### src/rtl/assert_macros.svh
// Assertion macros for the RTL files; only the top level includes them.
`ifndef ASSERT_MACROS_SVH
`define ASSERT_MACROS_SVH
`ifndef NO_ASSERTIONS
`define ASSERT_CLK(label, clk, rst_n, prop, msg) \
    label: assert property (@(posedge clk) disable iff (!rst_n) prop) else $error(msg);
`define ASSERT_NEVER(label, clk, rst_n, expr, msg) \
    label: assert property (@(posedge clk) disable iff (!rst_n) !(expr)) else $error(msg);
`else
`define ASSERT_CLK(label, clk, rst_n, prop, msg)
`define ASSERT_NEVER(label, clk, rst_n, expr, msg)
`endif
`endif

### src/rtl/ntsp_pkg.sv
// Shared types and constants of the NTS-KE record parser.
`default_nettype none
package ntsp_pkg;
    localparam logic [14:0] RT_END       = 15'd0;
    localparam logic [14:0] RT_NEXTPROTO = 15'd1;
    localparam logic [14:0] RT_ERROR     = 15'd2;
    localparam logic [14:0] RT_AEAD      = 15'd4;
    localparam logic [14:0] RT_COOKIE    = 15'd5;
    localparam logic [14:0] RT_SERVER    = 15'd6;
    localparam logic [14:0] RT_PORT      = 15'd7;

    localparam logic [1:0] KIND_COOKIE  = 2'd0;
    localparam logic [1:0] KIND_SERVER  = 2'd1;
    localparam logic [1:0] KIND_SUMMARY = 2'd2;

    localparam logic [3:0] ST_OK           = 4'd0;
    localparam logic [3:0] ST_BAD_NEXTPROTO = 4'd1;
    localparam logic [3:0] ST_BAD_ERR_SIZE = 4'd2;
    localparam logic [3:0] ST_ERROR_REC    = 4'd3;
    localparam logic [3:0] ST_BAD_AEAD     = 4'd4;
    localparam logic [3:0] ST_BAD_COOKIE   = 4'd5;
    localparam logic [3:0] ST_EMPTY_SERVER = 4'd6;
    localparam logic [3:0] ST_BAD_PORT     = 4'd7;
    localparam logic [3:0] ST_MISS_AEAD    = 4'd8;
    localparam logic [3:0] ST_MISS_COOKIE  = 4'd9;

    localparam int QUEUE_DEPTH = 4;

    // One queued step result: up to a streamed byte and a summary.
    typedef struct packed {
        logic        byte_valid;
        logic [1:0]  byte_kind;
        logic [2:0]  cookie_index;
        logic [7:0]  body_byte;
        logic        body_last;
        logic        sum_valid;
        logic [3:0]  status;
        logic [15:0] error_code;
        logic [15:0] aead_seen;
        logic [15:0] port_value;
        logic [3:0]  cookie_total;
        logic        server_present;
    } step_word_t;
endpackage
`default_nettype wire

### src/rtl/nts_ke_record_parser.sv
// Top level of the NTS-KE record parser.
// The block takes a received NTS-KE message one byte word at a time on the
// input channel (in_valid, in_stall, data_byte, last_in_packet) and splits it
// into records with a four-byte header and a body.
// On the output channel (out_valid, out_stall) it gives cookie and server
// name bytes as they pass, and one summary word per message at the end
// record, the first error, or the byte marked last_in_packet.
// A byte enters in every cycle while the output side keeps up. A streamed
// byte passes through the queue and then the output register after its input
// word is accepted; a byte that carries both a streamed byte and a summary
// yields two output words, byte first and summary second, and that output port sets the sustained rate then.
// A four-entry queue separates the parser from the output register, so the
// input side keeps flowing while an output word waits. When the receiver
// raises out_stall the output holds, the queue fills, and in_stall rises.
// Reset clears the parser, queue and output valid; the AEAD register returns
// to 15 and the next-protocol register to 0. The user must write configuration over
// an APB port at byte addresses 0 and 4 only while the block is idle; the block does not enforce this.
`default_nettype none
module nts_ke_record_parser #(
    parameter int MAX_COOKIES      = 8,
    parameter int COOKIE_BYTES_MAX = 256
) (
    input  wire logic        clk,
    input  wire logic        rst_n,
    input  wire logic        psel,
    input  wire logic        penable,
    input  wire logic        pwrite,
    input  wire logic [2:0]  paddr,
    input  wire logic [31:0] pwdata,
    output logic [31:0]      prdata,
    output logic             pready,
    input  wire logic        in_valid,
    output logic             in_stall,
    input  wire logic [7:0]  data_byte,
    input  wire logic        last_in_packet,
    output logic             out_valid,
    input  wire logic        out_stall,
    output logic [1:0]       item_kind,
    output logic [2:0]       cookie_index,
    output logic [7:0]       body_byte,
    output logic             body_last,
    output logic [3:0]       status,
    output logic [15:0]      error_code,
    output logic [15:0]      aead_seen,
    output logic [15:0]      port_value,
    output logic [3:0]       cookie_total,
    output logic             server_present
);
    import ntsp_pkg::*;

`include "assert_macros.svh"

    localparam logic [2:0] ADDR_AEAD = 3'd0;
    localparam logic [2:0] ADDR_NEXT = 3'd4;

    logic [15:0] aead_cfg_reg;
    logic [15:0] next_cfg_reg;
    logic        cfg_write;

    logic        q_full, q_not_empty, q_push, q_pop;
    step_word_t  q_in, q_head;

    // APB register file: two 16-bit registers, no wait states.
    assign pready    = 1'b1;
    assign cfg_write = psel && penable && pwrite;

    always_ff @(posedge clk or negedge rst_n)
    begin
        if (!rst_n)
        begin
            aead_cfg_reg <= 16'd15;
            next_cfg_reg <= 16'd0;
        end
        else if (cfg_write)
        begin
            if (paddr == ADDR_AEAD)
                aead_cfg_reg <= pwdata[15:0];
            else if (paddr == ADDR_NEXT)
                next_cfg_reg <= pwdata[15:0];
        end
    end

    always_comb
    begin
        prdata = 32'd0;
        if (paddr == ADDR_AEAD)
            prdata = {16'd0, aead_cfg_reg};
        else if (paddr == ADDR_NEXT)
            prdata = {16'd0, next_cfg_reg};
    end

    ntsp_front #(
        .MAX_COOKIES      (MAX_COOKIES),
        .COOKIE_BYTES_MAX (COOKIE_BYTES_MAX)
    ) u_front (
        .clk                    (clk),
        .rst_n                  (rst_n),
        .valid                  (in_valid),
        .data_byte              (data_byte),
        .last_in_packet         (last_in_packet),
        .accepted_aead          (aead_cfg_reg),
        .accepted_next_protocol (next_cfg_reg),
        .queue_full             (q_full),
        .stall                  (in_stall),
        .push                   (q_push),
        .push_word              (q_in)
    );

    ntsp_queue u_queue (
        .clk       (clk),
        .rst_n     (rst_n),
        .push      (q_push),
        .push_word (q_in),
        .pop       (q_pop),
        .full      (q_full),
        .not_empty (q_not_empty),
        .head      (q_head)
    );

    ntsp_back u_back (
        .clk            (clk),
        .rst_n          (rst_n),
        .not_empty      (q_not_empty),
        .head           (q_head),
        .pop            (q_pop),
        .stall          (out_stall),
        .valid          (out_valid),
        .item_kind      (item_kind),
        .cookie_index   (cookie_index),
        .body_byte      (body_byte),
        .body_last      (body_last),
        .status         (status),
        .error_code     (error_code),
        .aead_seen      (aead_seen),
        .port_value     (port_value),
        .cookie_total   (cookie_total),
        .server_present (server_present)
    );

    // The queue never takes a word while full and never gives one while empty.
    `ASSERT_NEVER(a_no_overflow, clk, rst_n, q_push && q_full, "queue overflow")
    `ASSERT_NEVER(a_no_underflow, clk, rst_n, q_pop && !q_not_empty, "queue underflow")
    // A summary word never carries a streamed byte.
    `ASSERT_NEVER(a_summary_clean, clk, rst_n, out_valid && item_kind == KIND_SUMMARY && body_last, "summary with body_last")
endmodule
`default_nettype wire

### src/rtl/ntsp_front.sv
// Front part: parses bytes into records and builds queued step results.
`default_nettype none
module ntsp_front #(
    parameter int MAX_COOKIES      = 8,
    parameter int COOKIE_BYTES_MAX = 256
) (
    input  wire logic                clk,
    input  wire logic                rst_n,
    input  wire logic                valid,
    input  wire logic [7:0]          data_byte,
    input  wire logic                last_in_packet,
    input  wire logic [15:0]         accepted_aead,
    input  wire logic [15:0]         accepted_next_protocol,
    input  wire logic                queue_full,
    output logic                     stall,
    output logic                     push,
    output ntsp_pkg::step_word_t     push_word
);
    import ntsp_pkg::*;

    typedef enum logic [1:0] {PH_HEADER, PH_BODY, PH_DRAIN} phase_t;

    localparam logic [16:0] CookieMax = 17'(COOKIE_BYTES_MAX);
    localparam logic [3:0]  CookieLim = 4'(MAX_COOKIES);

    phase_t      phase_reg, phase_next;
    logic [1:0]  hc_reg, hc_next;
    logic [14:0] type_reg, type_next;
    logic        crit_reg, crit_next;
    logic [15:0] len_reg, len_next;
    logic [15:0] cnt_reg, cnt_next;
    logic [15:0] shift_reg, shift_next;
    logic [15:0] aead_reg, aead_next;
    logic [15:0] port_reg, port_next;
    logic [3:0]  ck_reg, ck_next;
    logic        srv_reg, srv_next;

    logic        take;
    logic        sum_hit;
    logic [3:0]  sum_code;
    logic [15:0] ecode;
    logic [15:0] len_full;
    logic        at_end;
    logic [3:0]  fin_code;
    step_word_t  w;

    assign stall = queue_full;
    assign take  = valid && !queue_full;

    always_comb
    begin
        phase_next = phase_reg;
        hc_next    = hc_reg;
        type_next  = type_reg;
        crit_next  = crit_reg;
        len_next   = len_reg;
        cnt_next   = cnt_reg;
        shift_next = shift_reg;
        aead_next  = aead_reg;
        port_next  = port_reg;
        ck_next    = ck_reg;
        srv_next   = srv_reg;
        sum_hit    = 1'b0;
        sum_code   = ST_OK;
        ecode      = 16'd0;
        len_full   = {len_reg[15:8], data_byte};
        at_end     = (17'(cnt_reg) + 17'd1) == 17'(len_reg);
        w          = '0;
        fin_code   = ST_OK;

        unique case (phase_reg)
            PH_DRAIN:
            begin
            end
            PH_HEADER:
            begin
                hc_next = hc_reg + 2'd1;
                unique case (hc_reg)
                    2'd0:
                    begin
                        crit_next = data_byte[7];
                        type_next = {data_byte[6:0], 8'd0};
                    end
                    2'd1: type_next = {type_reg[14:8], data_byte};
                    2'd2: len_next = {data_byte, 8'd0};
                    default:
                    begin
                        len_next   = len_full;
                        shift_next = 16'd0;
                        cnt_next   = 16'd0;
                        unique case (type_reg)
                            RT_END:
                            begin
                                sum_hit  = 1'b1;
                                sum_code = (aead_reg == 16'd0) ? ST_MISS_AEAD :
                                           (ck_reg == 4'd0) ? ST_MISS_COOKIE : ST_OK;
                            end
                            RT_NEXTPROTO:
                            begin
                                sum_hit  = !crit_reg || len_full != 16'd2;
                                sum_code = ST_BAD_NEXTPROTO;
                            end
                            RT_ERROR:
                            begin
                                sum_hit  = len_full != 16'd2;
                                sum_code = ST_BAD_ERR_SIZE;
                            end
                            RT_AEAD:
                            begin
                                sum_hit  = len_full != 16'd2;
                                sum_code = ST_BAD_AEAD;
                            end
                            RT_COOKIE:
                            begin
                                if (17'(len_full) > CookieMax || ck_reg >= CookieLim)
                                begin
                                    sum_hit  = 1'b1;
                                    sum_code = ST_BAD_COOKIE;
                                end
                                else
                                begin
                                    ck_next = ck_reg + 4'd1;
                                end
                            end
                            RT_SERVER:
                            begin
                                if (len_full == 16'd0)
                                begin
                                    sum_hit  = 1'b1;
                                    sum_code = ST_EMPTY_SERVER;
                                end
                                else
                                begin
                                    srv_next = 1'b1;
                                end
                            end
                            RT_PORT:
                            begin
                                sum_hit  = len_full != 16'd0 && len_full != 16'd2;
                                sum_code = ST_BAD_PORT;
                            end
                            default:
                            begin
                            end
                        endcase
                        if (!sum_hit && len_full != 16'd0)
                            phase_next = PH_BODY;
                    end
                endcase
            end
            default:
            begin
                cnt_next   = cnt_reg + 16'd1;
                shift_next = {shift_reg[7:0], data_byte};
                if (type_reg == RT_COOKIE || type_reg == RT_SERVER)
                begin
                    w.byte_valid   = 1'b1;
                    w.byte_kind    = (type_reg == RT_COOKIE) ? KIND_COOKIE : KIND_SERVER;
                    w.cookie_index = (type_reg == RT_COOKIE) ? 3'(ck_reg - 4'd1) : 3'd0;
                    w.body_byte    = data_byte;
                    w.body_last    = at_end || last_in_packet;
                end
                if (at_end)
                begin
                    unique case (type_reg)
                        RT_NEXTPROTO:
                        begin
                            sum_hit  = shift_next != accepted_next_protocol;
                            sum_code = ST_BAD_NEXTPROTO;
                        end
                        RT_ERROR:
                        begin
                            sum_hit  = 1'b1;
                            sum_code = ST_ERROR_REC;
                            ecode    = shift_next;
                        end
                        RT_AEAD:
                        begin
                            if (shift_next != accepted_aead)
                            begin
                                sum_hit  = 1'b1;
                                sum_code = ST_BAD_AEAD;
                            end
                            else
                            begin
                                aead_next = shift_next;
                            end
                        end
                        RT_PORT: port_next = shift_next;
                        default:
                        begin
                        end
                    endcase
                    phase_next = PH_HEADER;
                    hc_next    = 2'd0;
                end
            end
        endcase

        if (phase_reg != PH_DRAIN)
        begin
            fin_code = (aead_next == 16'd0) ? ST_MISS_AEAD :
                       (ck_next == 4'd0) ? ST_MISS_COOKIE : ST_OK;
            if (!sum_hit && last_in_packet)
            begin
                sum_hit  = 1'b1;
                sum_code = fin_code;
            end
            if (sum_hit)
            begin
                w.sum_valid      = 1'b1;
                w.status         = sum_code;
                w.error_code     = ecode;
                w.aead_seen      = aead_next;
                w.port_value     = port_next;
                w.cookie_total   = ck_next;
                w.server_present = srv_next;
                phase_next       = PH_DRAIN;
            end
        end

        if (last_in_packet && (phase_reg == PH_DRAIN || sum_hit))
        begin
            phase_next = PH_HEADER;
            hc_next    = 2'd0;
            type_next  = 15'd0;
            crit_next  = 1'b0;
            len_next   = 16'd0;
            cnt_next   = 16'd0;
            shift_next = 16'd0;
            aead_next  = 16'd0;
            port_next  = 16'd0;
            ck_next    = 4'd0;
            srv_next   = 1'b0;
        end
    end

    assign push      = take && (w.byte_valid || w.sum_valid);
    assign push_word = w;

    always_ff @(posedge clk or negedge rst_n)
    begin
        if (!rst_n)
        begin
            phase_reg <= PH_HEADER;
            hc_reg    <= 2'd0;
            type_reg  <= 15'd0;
            crit_reg  <= 1'b0;
            len_reg   <= 16'd0;
            cnt_reg   <= 16'd0;
            shift_reg <= 16'd0;
            aead_reg  <= 16'd0;
            port_reg  <= 16'd0;
            ck_reg    <= 4'd0;
            srv_reg   <= 1'b0;
        end
        else if (take)
        begin
            phase_reg <= phase_next;
            hc_reg    <= hc_next;
            type_reg  <= type_next;
            crit_reg  <= crit_next;
            len_reg   <= len_next;
            cnt_reg   <= cnt_next;
            shift_reg <= shift_next;
            aead_reg  <= aead_next;
            port_reg  <= port_next;
            ck_reg    <= ck_next;
            srv_reg   <= srv_next;
        end
    end
endmodule
`default_nettype wire

### src/rtl/ntsp_queue.sv
// Short queue of step results between the parser and the output side.
`default_nettype none
module ntsp_queue (
    input  wire logic                clk,
    input  wire logic                rst_n,
    input  wire logic                push,
    input  wire ntsp_pkg::step_word_t push_word,
    input  wire logic                pop,
    output logic                     full,
    output logic                     not_empty,
    output ntsp_pkg::step_word_t     head
);
    import ntsp_pkg::*;

    localparam int AW = $clog2(QUEUE_DEPTH);

    step_word_t      mem_reg [QUEUE_DEPTH];
    logic [AW-1:0]   wr_reg, rd_reg;
    logic [AW:0]     fill_reg;

    assign full      = fill_reg == (AW+1)'(QUEUE_DEPTH);
    assign not_empty = fill_reg != '0;
    assign head      = mem_reg[rd_reg];

    always_ff @(posedge clk)
    begin
        if (push)
            mem_reg[wr_reg] <= push_word;
    end

    always_ff @(posedge clk or negedge rst_n)
    begin
        if (!rst_n)
        begin
            wr_reg   <= '0;
            rd_reg   <= '0;
            fill_reg <= '0;
        end
        else
        begin
            if (push)
                wr_reg <= wr_reg + 1'b1;
            if (pop)
                rd_reg <= rd_reg + 1'b1;
            fill_reg <= fill_reg + (AW+1)'(push) - (AW+1)'(pop);
        end
    end
endmodule
`default_nettype wire

### src/rtl/ntsp_back.sv
// Back part: splits queued step results into output words.
`default_nettype none
module ntsp_back (
    input  wire logic                clk,
    input  wire logic                rst_n,
    input  wire logic                not_empty,
    input  wire ntsp_pkg::step_word_t head,
    output logic                     pop,
    input  wire logic                stall,
    output logic                     valid,
    output logic [1:0]               item_kind,
    output logic [2:0]               cookie_index,
    output logic [7:0]               body_byte,
    output logic                     body_last,
    output logic [3:0]               status,
    output logic [15:0]              error_code,
    output logic [15:0]              aead_seen,
    output logic [15:0]              port_value,
    output logic [3:0]               cookie_total,
    output logic                     server_present
);
    import ntsp_pkg::*;

    logic byte_done_reg;
    logic load, send_byte, last_part;

    // Streamed byte goes first, then the summary of the same entry.
    assign send_byte = head.byte_valid && !byte_done_reg;
    assign last_part = !send_byte || !head.sum_valid;
    assign load      = not_empty && (!valid || !stall);
    assign pop       = load && last_part;

    always_ff @(posedge clk or negedge rst_n)
    begin
        if (!rst_n)
        begin
            valid         <= 1'b0;
            byte_done_reg <= 1'b0;
        end
        else
        begin
            if (!valid || !stall)
                valid <= not_empty;
            if (load)
                byte_done_reg <= !last_part;
        end
    end

    always_ff @(posedge clk)
    begin
        if (load)
        begin
            if (send_byte)
            begin
                item_kind      <= head.byte_kind;
                cookie_index   <= head.cookie_index;
                body_byte      <= head.body_byte;
                body_last      <= head.body_last;
                status         <= ST_OK;
                error_code     <= 16'd0;
                aead_seen      <= 16'd0;
                port_value     <= 16'd0;
                cookie_total   <= 4'd0;
                server_present <= 1'b0;
            end
            else
            begin
                item_kind      <= KIND_SUMMARY;
                cookie_index   <= 3'd0;
                body_byte      <= 8'd0;
                body_last      <= 1'b0;
                status         <= head.status;
                error_code     <= head.error_code;
                aead_seen      <= head.aead_seen;
                port_value     <= head.port_value;
                cookie_total   <= head.cookie_total;
                server_present <= head.server_present;
            end
        end
    end
endmodule
`default_nettype wire
### config.mk
export PLATFORM = sky130hd
export DESIGN_NAME = nts_ke_record_parser
export DESIGN_NICKNAME = d
export VERILOG_FILES = /design/src/rtl/ntsp_pkg.sv /design/src/rtl/nts_ke_record_parser.sv /design/src/rtl/ntsp_front.sv /design/src/rtl/ntsp_queue.sv /design/src/rtl/ntsp_back.sv
export VERILOG_INCLUDE_DIRS = /design/src /design/src/rtl
export SDC_FILE = /design/constraint.sdc
export NUM_CORES = 1
export LEC_CHECK = 0
export ABC_AREA = 1
export BUFFER_PORTS_ARGS = -buffer_cell sky130_fd_sc_hd__buf_2
export CORE_MARGIN = 5
export CORE_UTILIZATION = 30
export DETAILED_ROUTE_END_ITERATION = 12
export PLACE_DENSITY = 0.46
export SETUP_SLACK_MARGIN = 0.05
export SYNTH_ARGS = -nofsm -noshare
export SYNTH_HDL_FRONTEND = slang
export SYNTH_SLANG_ARGS = --single-unit
### constraint.sdc
create_clock -name clk -period 7.18 [get_ports clk]
set_input_delay 0.718 -clock clk [delete_from_list [all_inputs] [get_ports clk]]
set_output_delay 0.718 -clock clk [all_outputs]
set_load 0.005 [all_outputs]
==> qor.yml, run 1 <==
core_area_sq_mm: 0.0727
drv_slew: 0
synth_warnings: 0
max_freq_ghz: 0.219
postRouteAntennaNets: 0
ir_worst_vdd_mv: 0.200
power_density_mw_per_mm2: 380
crit_path_start_kind: "register"
status: "completed"
ys_async_sr_fraction_pct: 27.8
cts_resized: 0
crit_path_frequent_cell: "nand2_1"
critPathMaxFanout: 44
ys_seq_area_share_pct: 65.1
drt_iter0_markers: 1055
dpl_worst_slack_ns: 2.62
first_pass_iters: 5
hold_path.class: "input pin to async pin"
wl_per_cell_microns: 18.7
worstMarginPinSlew_ns: 1.13
ys_top_cells_by_area: "edfxtp_1 49%, dfrtp_1 15%, nand2_1 6.0%, nor2_1 5.1%, o21ai_0 5.1%"
port-buffer-count: 123
grt_max_degree: 96
drive_gt1_share_pct: 12.7
ctsHoldBuffers: 0
cp-end-kind: "register"
vias: 15500
overflow: 0
viasPerCell: 4.78
cts.htree.levels: 2
num_rows: 99
grtUsageTotal_pct: 15.1
worstPathRequired_ns: 7.43
cts_root_buf: "clkbuf_16"
power.leakage_nw: 10.3
cts.sinks: 497
rsz0062_at_grt: "no"
synth_ff_type: "edfxtp_1"
critPathKind: "register to register"
cp_slowest_cell: "buf_4"
synthCells: 2131
synth_edf_count: 359
synth_most_common_cell: "edfxtp_1"
num_io_pins: 157
min_period_ns: 4.56
slew_headroom_pct: 24.1
setup-violations-final: 0
die_w_microns: 280
synth-seq-cells: 497
drc: 0
final.setup.tns_ns: 0
die_area_sq_mm: 0.0785
final_core_util_pct: 34.8
syn_avg_cell_area_sq_um: 10.3
cts_made_buffers: 56
clock_skew_ns: 0.0292
grt_pass1_vias: 15300
synth_cell_types: 43
antenna_found_initial: 0
timing.max_cap.violations: 0
crit_arrival_ns: 4.82
hold_violations: 0
cts_buffer_depth: 3
crit_chain: "ha_1 -> or2_2 -> nand3_1 -> nand2_1 -> nor2_1 -> nand2_1 -> nor2_2 -> nand2_4 -> nor2_8 -> nand3_4 -> inv_2 -> nand2_1 -> nand3_1 -> nand2_1 -> buf_4 -> nand2_1 -> nand2_1 -> nor2_4 -> buf_4"
netlist_area_sq_mm: 0.0219
dieHeight_microns: 280
place.gp.congestion: 0.853
yosysTopAreaCellShare_pct: 49.3
synthToLayoutAreaGrowth_pct: 15.7
post_cts_buffers: 0
final_net_count: 2298
yosys-top-cells-count: "359 x edfxtp_1, 348 x nand2_1, 298 x nor2_1, 235 x inv_1, 221 x o21ai_0"
yosys.area.top_type: "edfxtp_1"
finalCritPeriodShare_pct: 63.5
diodes: 0
wirelength_microns: 60700
initial_utilization_pct: 30.1
fin_ws_ns: 2.62
tritoncts: "yes"
largest_reg_flops: 288
clkSlewWorstSetupHoldPaths_ns: 0.06
grt_pass1_wl_microns: 92900
dp_hpwl_microns: 38900
slowest_delay_ns: 0.57
clock_latency_ns: 0.63
cell families (layout without fill, tap and decap cells):
logic type	after synthesis	count (layout)	share of synthesized area (%)
fa+ha+maj	14	14	0.835
buf+inv	357	491	6.62
flops	497	497	65.1
compound gates	426	426	10.8
other cells	2	17	0.0343
xor+xnor	19	19	0.760
simple gates	816	816	15.9
stage by stage:
step / cell area (sq um) / hold WS, ns / power, W / cells
2_1_floorplan: 21900 / 0.422 / 0.00578 / 2146
3_3_place_gp: 23400 / 0.461 / 0.00681 / 3134
3_5_place_dp: 23400 / 0.464 / 0.00687 / 3134
4_1_cts: 25300 / 0.219 / 0.00980 / 3239
5_1_grt: 25300 / 0.273 / 0.0103 / 3239
6_report: 25300 / 0.194 / 0.00963 / 3239
power by group:
| group | internal, W | switching, W | total, W |
|---|---|---|---|
| combinational | 0.000800 | 0.00191 | 0.00271 |
| sequential | 0.00375 | 0.000270 | 0.00402 |
| clock | 0.00170 | 0.00120 | 0.00290 |
area by class of cell:
cell class,count,area (sq um)
clock buffers,73,1540
clock inverters,32,350
fillers,7311,47400
inverters,242,912
multi-input cells,1292,6300
flip-flops and latches,497,14200
well taps,959,1200
repair buffers,144,779
critical path, delay by kind of cell, from the launching register on:
kind | cells | cell delay, ns
AND/OR/NAND/NOR | 15 | 2.45
adder cells (fa/ha/maj) | 1 | 0.26
flip-flops | 1 | 0.42
buffers and inverters | 3 | 0.96
routing by layer:
metal  wire length [microns]  global-route usage [%]  share of wire [%]  vias to the layer above
met2                   28800                    24.9                 47                      317
met5                       0                       0                  0                        -
met1                   28100                    20.9                 46                     7584
li1                        -                       -                  -                     7507
met3                    2790                    2.65                4.6                       66
met4                    1080                    3.53                1.8                        0
path summary, 6_finish.rpt:
check	slack, ns	startpoint	endpoint	cells after the start
max	2.62	u_front.cnt_reg[0]	u_queue.mem_reg[1][46]	19
min	0.19	rst_n	aead_cfg_reg[6]	1
max reg2reg	2.62	u_front.cnt_reg[0]	u_queue.mem_reg[1][46]	19
min reg2reg	0.48	u_front.crit_reg	u_front.crit_reg	2
max in group asynchronous	5.79	rst_n	u_front.len_reg[7]	2
min in group clk	0.32	pwdata[5]	aead_cfg_reg[5]	3
layout by cell type (no fill, tap or decap), drive strengths merged:
| cell | netlist | routed |
|---|---|---|
| o211ai | 1 | 1 |
| dfrtp | 134 | 134 |
| a21oi | 29 | 29 |
| fa | 1 | 1 |
| clkinv | 4 | 26 |
| nor3 | 9 | 9 |
| xor2 | 13 | 13 |
| conb | 2 | 17 |
| or2 | 3 | 3 |
| nand4 | 51 | 51 |
| a31o | 1 | 1 |
| nor4 | 12 | 12 |
| inv | 238 | 239 |
| buf | 31 | 144 |
| bufinv | 0 | 5 |
| clkbuf | 84 | 73 |
| dfstp | 4 | 4 |
| nand3 | 70 | 70 |
| o21ai | 236 | 236 |
| o41ai | 7 | 7 |
| o31ai | 5 | 5 |
| clkinvlp | 0 | 4 |
| xnor2 | 6 | 6 |
| a31oi | 3 | 3 |
| o21a | 1 | 1 |
| edfxtp | 359 | 359 |
| ha | 13 | 13 |
| o22ai | 143 | 143 |
| nand2 | 361 | 361 |
| nor2 | 310 | 310 |
(Power assumes the default switching activity.)
==> run 2, diff against run 1 <==
==> constraint.sdc (replaced) <==
create_clock -name clk -period 4.4 [get_ports clk]
set_input_delay 0.44 -clock clk [delete_from_list [all_inputs] [get_ports clk]]
set_output_delay 0.44 -clock clk [all_outputs]
set_load 0.005 [all_outputs]
==> run 2 against run 1 <==
Register-to-register slack worse by 2.0 ns. Combinational power is 66% higher. Wire length is 0.41% higher. Final cell count is 0.90% higher. First-iteration DRC count is 8.5% higher. Final area is 1.0% higher. Via count is 1.3% higher. Non-clock buffer count is 26 higher. Fmax is 20% higher. Sequential power is 63% higher. Clock-buffer cell count is 4 higher. Worst setup slack worse by 2.0 ns.
==> qor.yml, run 2 (same netlist as run 1, synthesis figures left out) <==
critPathMaxFanout: 58
fin_ws_ns: 0.602
worstPathRequired_ns: 4.65
overflow: 0
clock_skew_ns: 0.0350
crit_chain: "ha_1 -> or2_2 -> nand3_1 -> nand2_1 -> nor2_1 -> nand2_1 -> nor2_2 -> nand2_4 -> nor2_8 -> nand3_4 -> inv_2 -> nand2_1 -> nand3_1 -> nand2_1 -> nand2_1 -> nand2_1 -> nor2_4 -> buf_12"
final_cell_area_sq_mm: 0.0256
combPwrFrac_pct: 28.6
drv_slew: 0
use_met1_pct: 20.4
slew_headroom_pct: 29.2
cts_root_buf: "clkbuf_16"
hold_path.class: "input pin to register"
mostFrequentLayoutCells: "359 x edfxtp_1, 347 x nand2_1, 293 x nor2_1"
grt_util_met3_pct: 2.40
grt_pass1_vias: 15700
hold_depth: 3
dpl_worst_slack_ns: 0.625
grt_use_met2_pct: 25.6
cp-end-kind: "register"
hold_path_end: "next_cfg_reg[0]"
rsz0062_at_grt: "no"
min_period_ns: 3.80
cts.sinks: 497
top_usage_layer: "met2"
slowest_delay_ns: 0.42
initial_utilization_pct: 30.1
wl_per_cell_microns: 18.6
p_clk_share_pct: 29.8
drc: 0
clkSlewWorstSetupHoldPaths_ns: 0.06
first_pass_iters: 5
r2r-start: "u_front.cnt_reg[1]"
power.internal_w: 0.0103
power_density_mw_per_mm2: 616
swShare_pct: 34.7
p_seq_share_pct: 41.5
critical_path.startpoint: "u_front.cnt_reg[1]"
final_common_cell: "edfxtp_1"
dieHeight_microns: 280
p_switching_w: 0.00547
crit_family: "simple AND/OR/NAND/NOR gates"
r2r-end: "u_queue.mem_reg[2][5]"
hold_violations: 0
vias: 15700
place.gp.congestion: 0.838
cts_resized: 0
cts_buffer_depth: 3
critPathKind: "register to register"
port-buffer-count: 123
num_rows: 99
max_freq_ghz: 0.263
crit_arrival_ns: 4.05
drive_gt1_share_pct: 13.2
tritoncts: "yes"
synthToLayoutAreaGrowth_pct: 16.9
power.leakage_nw: 10.5
grtUsageTotal_pct: 15.2
post_cts_buffers: 0
cts.htree.levels: 2
antenna_found_initial: 3
postRouteAntennaNets: 0
dpl-instance-area_sq_mm: 0.0237
min-delay-start: "pwdata[0]"
wirelength_microns: 60900
cts_made_buffers: 56
die_w_microns: 280
final_core_util_pct: 35.2
r2r_slack_ns: 0.60
status: "completed"
finalCritPeriodShare_pct: 86.3
largest_reg_flops: 288
dp_hpwl_microns: 39600
grt_max_degree: 85
num_io_pins: 157
worstMarginPinSlew_ns: 1.06
cp_slowest_cell: "dfrtp_1"
rr_worst_depth: 18
crit_buf_inv: 2
power.total_w: 0.0158
clock_latency_ns: 0.62
timing.max_cap.violations: 0
viasPerCell: 4.80
crit_path_start_kind: "register"
crit_path_frequent_cell: "nand2_1"
grt_pass1_wl_microns: 94200
final_net_count: 2324
setup-violations-final: 0
ir_worst_vdd_mv: 0.313
core_area_sq_mm: 0.0727
drt_iter0_markers: 1145
die_area_sq_mm: 0.0785
## run 2: cell types whose count changed in the layout (fill, tap and decap cells not counted), sizes merged
cell / previous run / this run
clkinv: 26 / 25
clkinvlp: 4 / 0
clkbuf: 73 / 77
bufinv: 5 / 6
dlygate4sd3: 0 / 1
buf: 144 / 169
diode: 0 / 3
## run 2: tightest hold or removal path: stages
cell     delay [ns]
buf_2          0.09
nand2_1        0.04
o21ai_0        0.06
## run 2: metrics by stage
| step | hold slack [ns] | instances | TNS (ns) |
|---|---|---|---|
| after floorplan | 0.144 | 2146 | -29.71 |
| after global placement | 0.462 | 3159 | 0 |
| after detailed placement | 0.464 | 3159 | 0 |
| after CTS | 0.0170 | 3265 | 0 |
| after global routing | 0.0388 | 3265 | 0 |
| final | 0.0517 | 3268 | 0 |
## run 2: power by group through the flow
| stage | combinational, W | clock (W) | sequential (W) |
|---|---|---|---|
| finish | 0.00451 | 0.00470 | 0.00654 |
| global route | 0.00511 | 0.00504 | 0.00663 |
| CTS | 0.00464 | 0.00484 | 0.00656 |
| detailed placement | 0.00463 | 0 | 0.00664 |
| global placement | 0.00459 | 0 | 0.00663 |
| floorplan | 0.00290 | 0 | 0.00652 |
## run 2: metal layers
layer | up-vias | share of wire [%]
met1 | 7662 | 45
met5 | - | 0.021
li1 | 7582 | -
met2 | 343 | 48
met4 | 2 | 2.8
met3 | 92 | 4.4
## run 2: layout make-up
type                       instances  area [sq um]
multi-input combinational       1292          6300
fill                            7285         47100
inverter                         242           911
timing repair buffer             170          1050
clock inverter                    28           352
antenna                            3          7.51
sequential                       497         14200
clock buffer                      77          1520
tap                              959          1200
## run 2: how the worst max path moves through the flow
stage                             endpoint  cells after the start
detailed placement  u_queue.mem_reg[2][24]                     20
global route         u_queue.mem_reg[2][5]                     20
CTS                 u_queue.mem_reg[2][26]                     18
floorplan            u_queue.mem_reg[0][0]                     17
finish               u_queue.mem_reg[2][5]                     18
global placement    u_queue.mem_reg[2][24]                     18
## run 2: what timing repair did
item                                    CTS  global route
endpoints found under the setup margin    0             0
endpoints found under the hold margin    82             0
hold buffers                              1             0
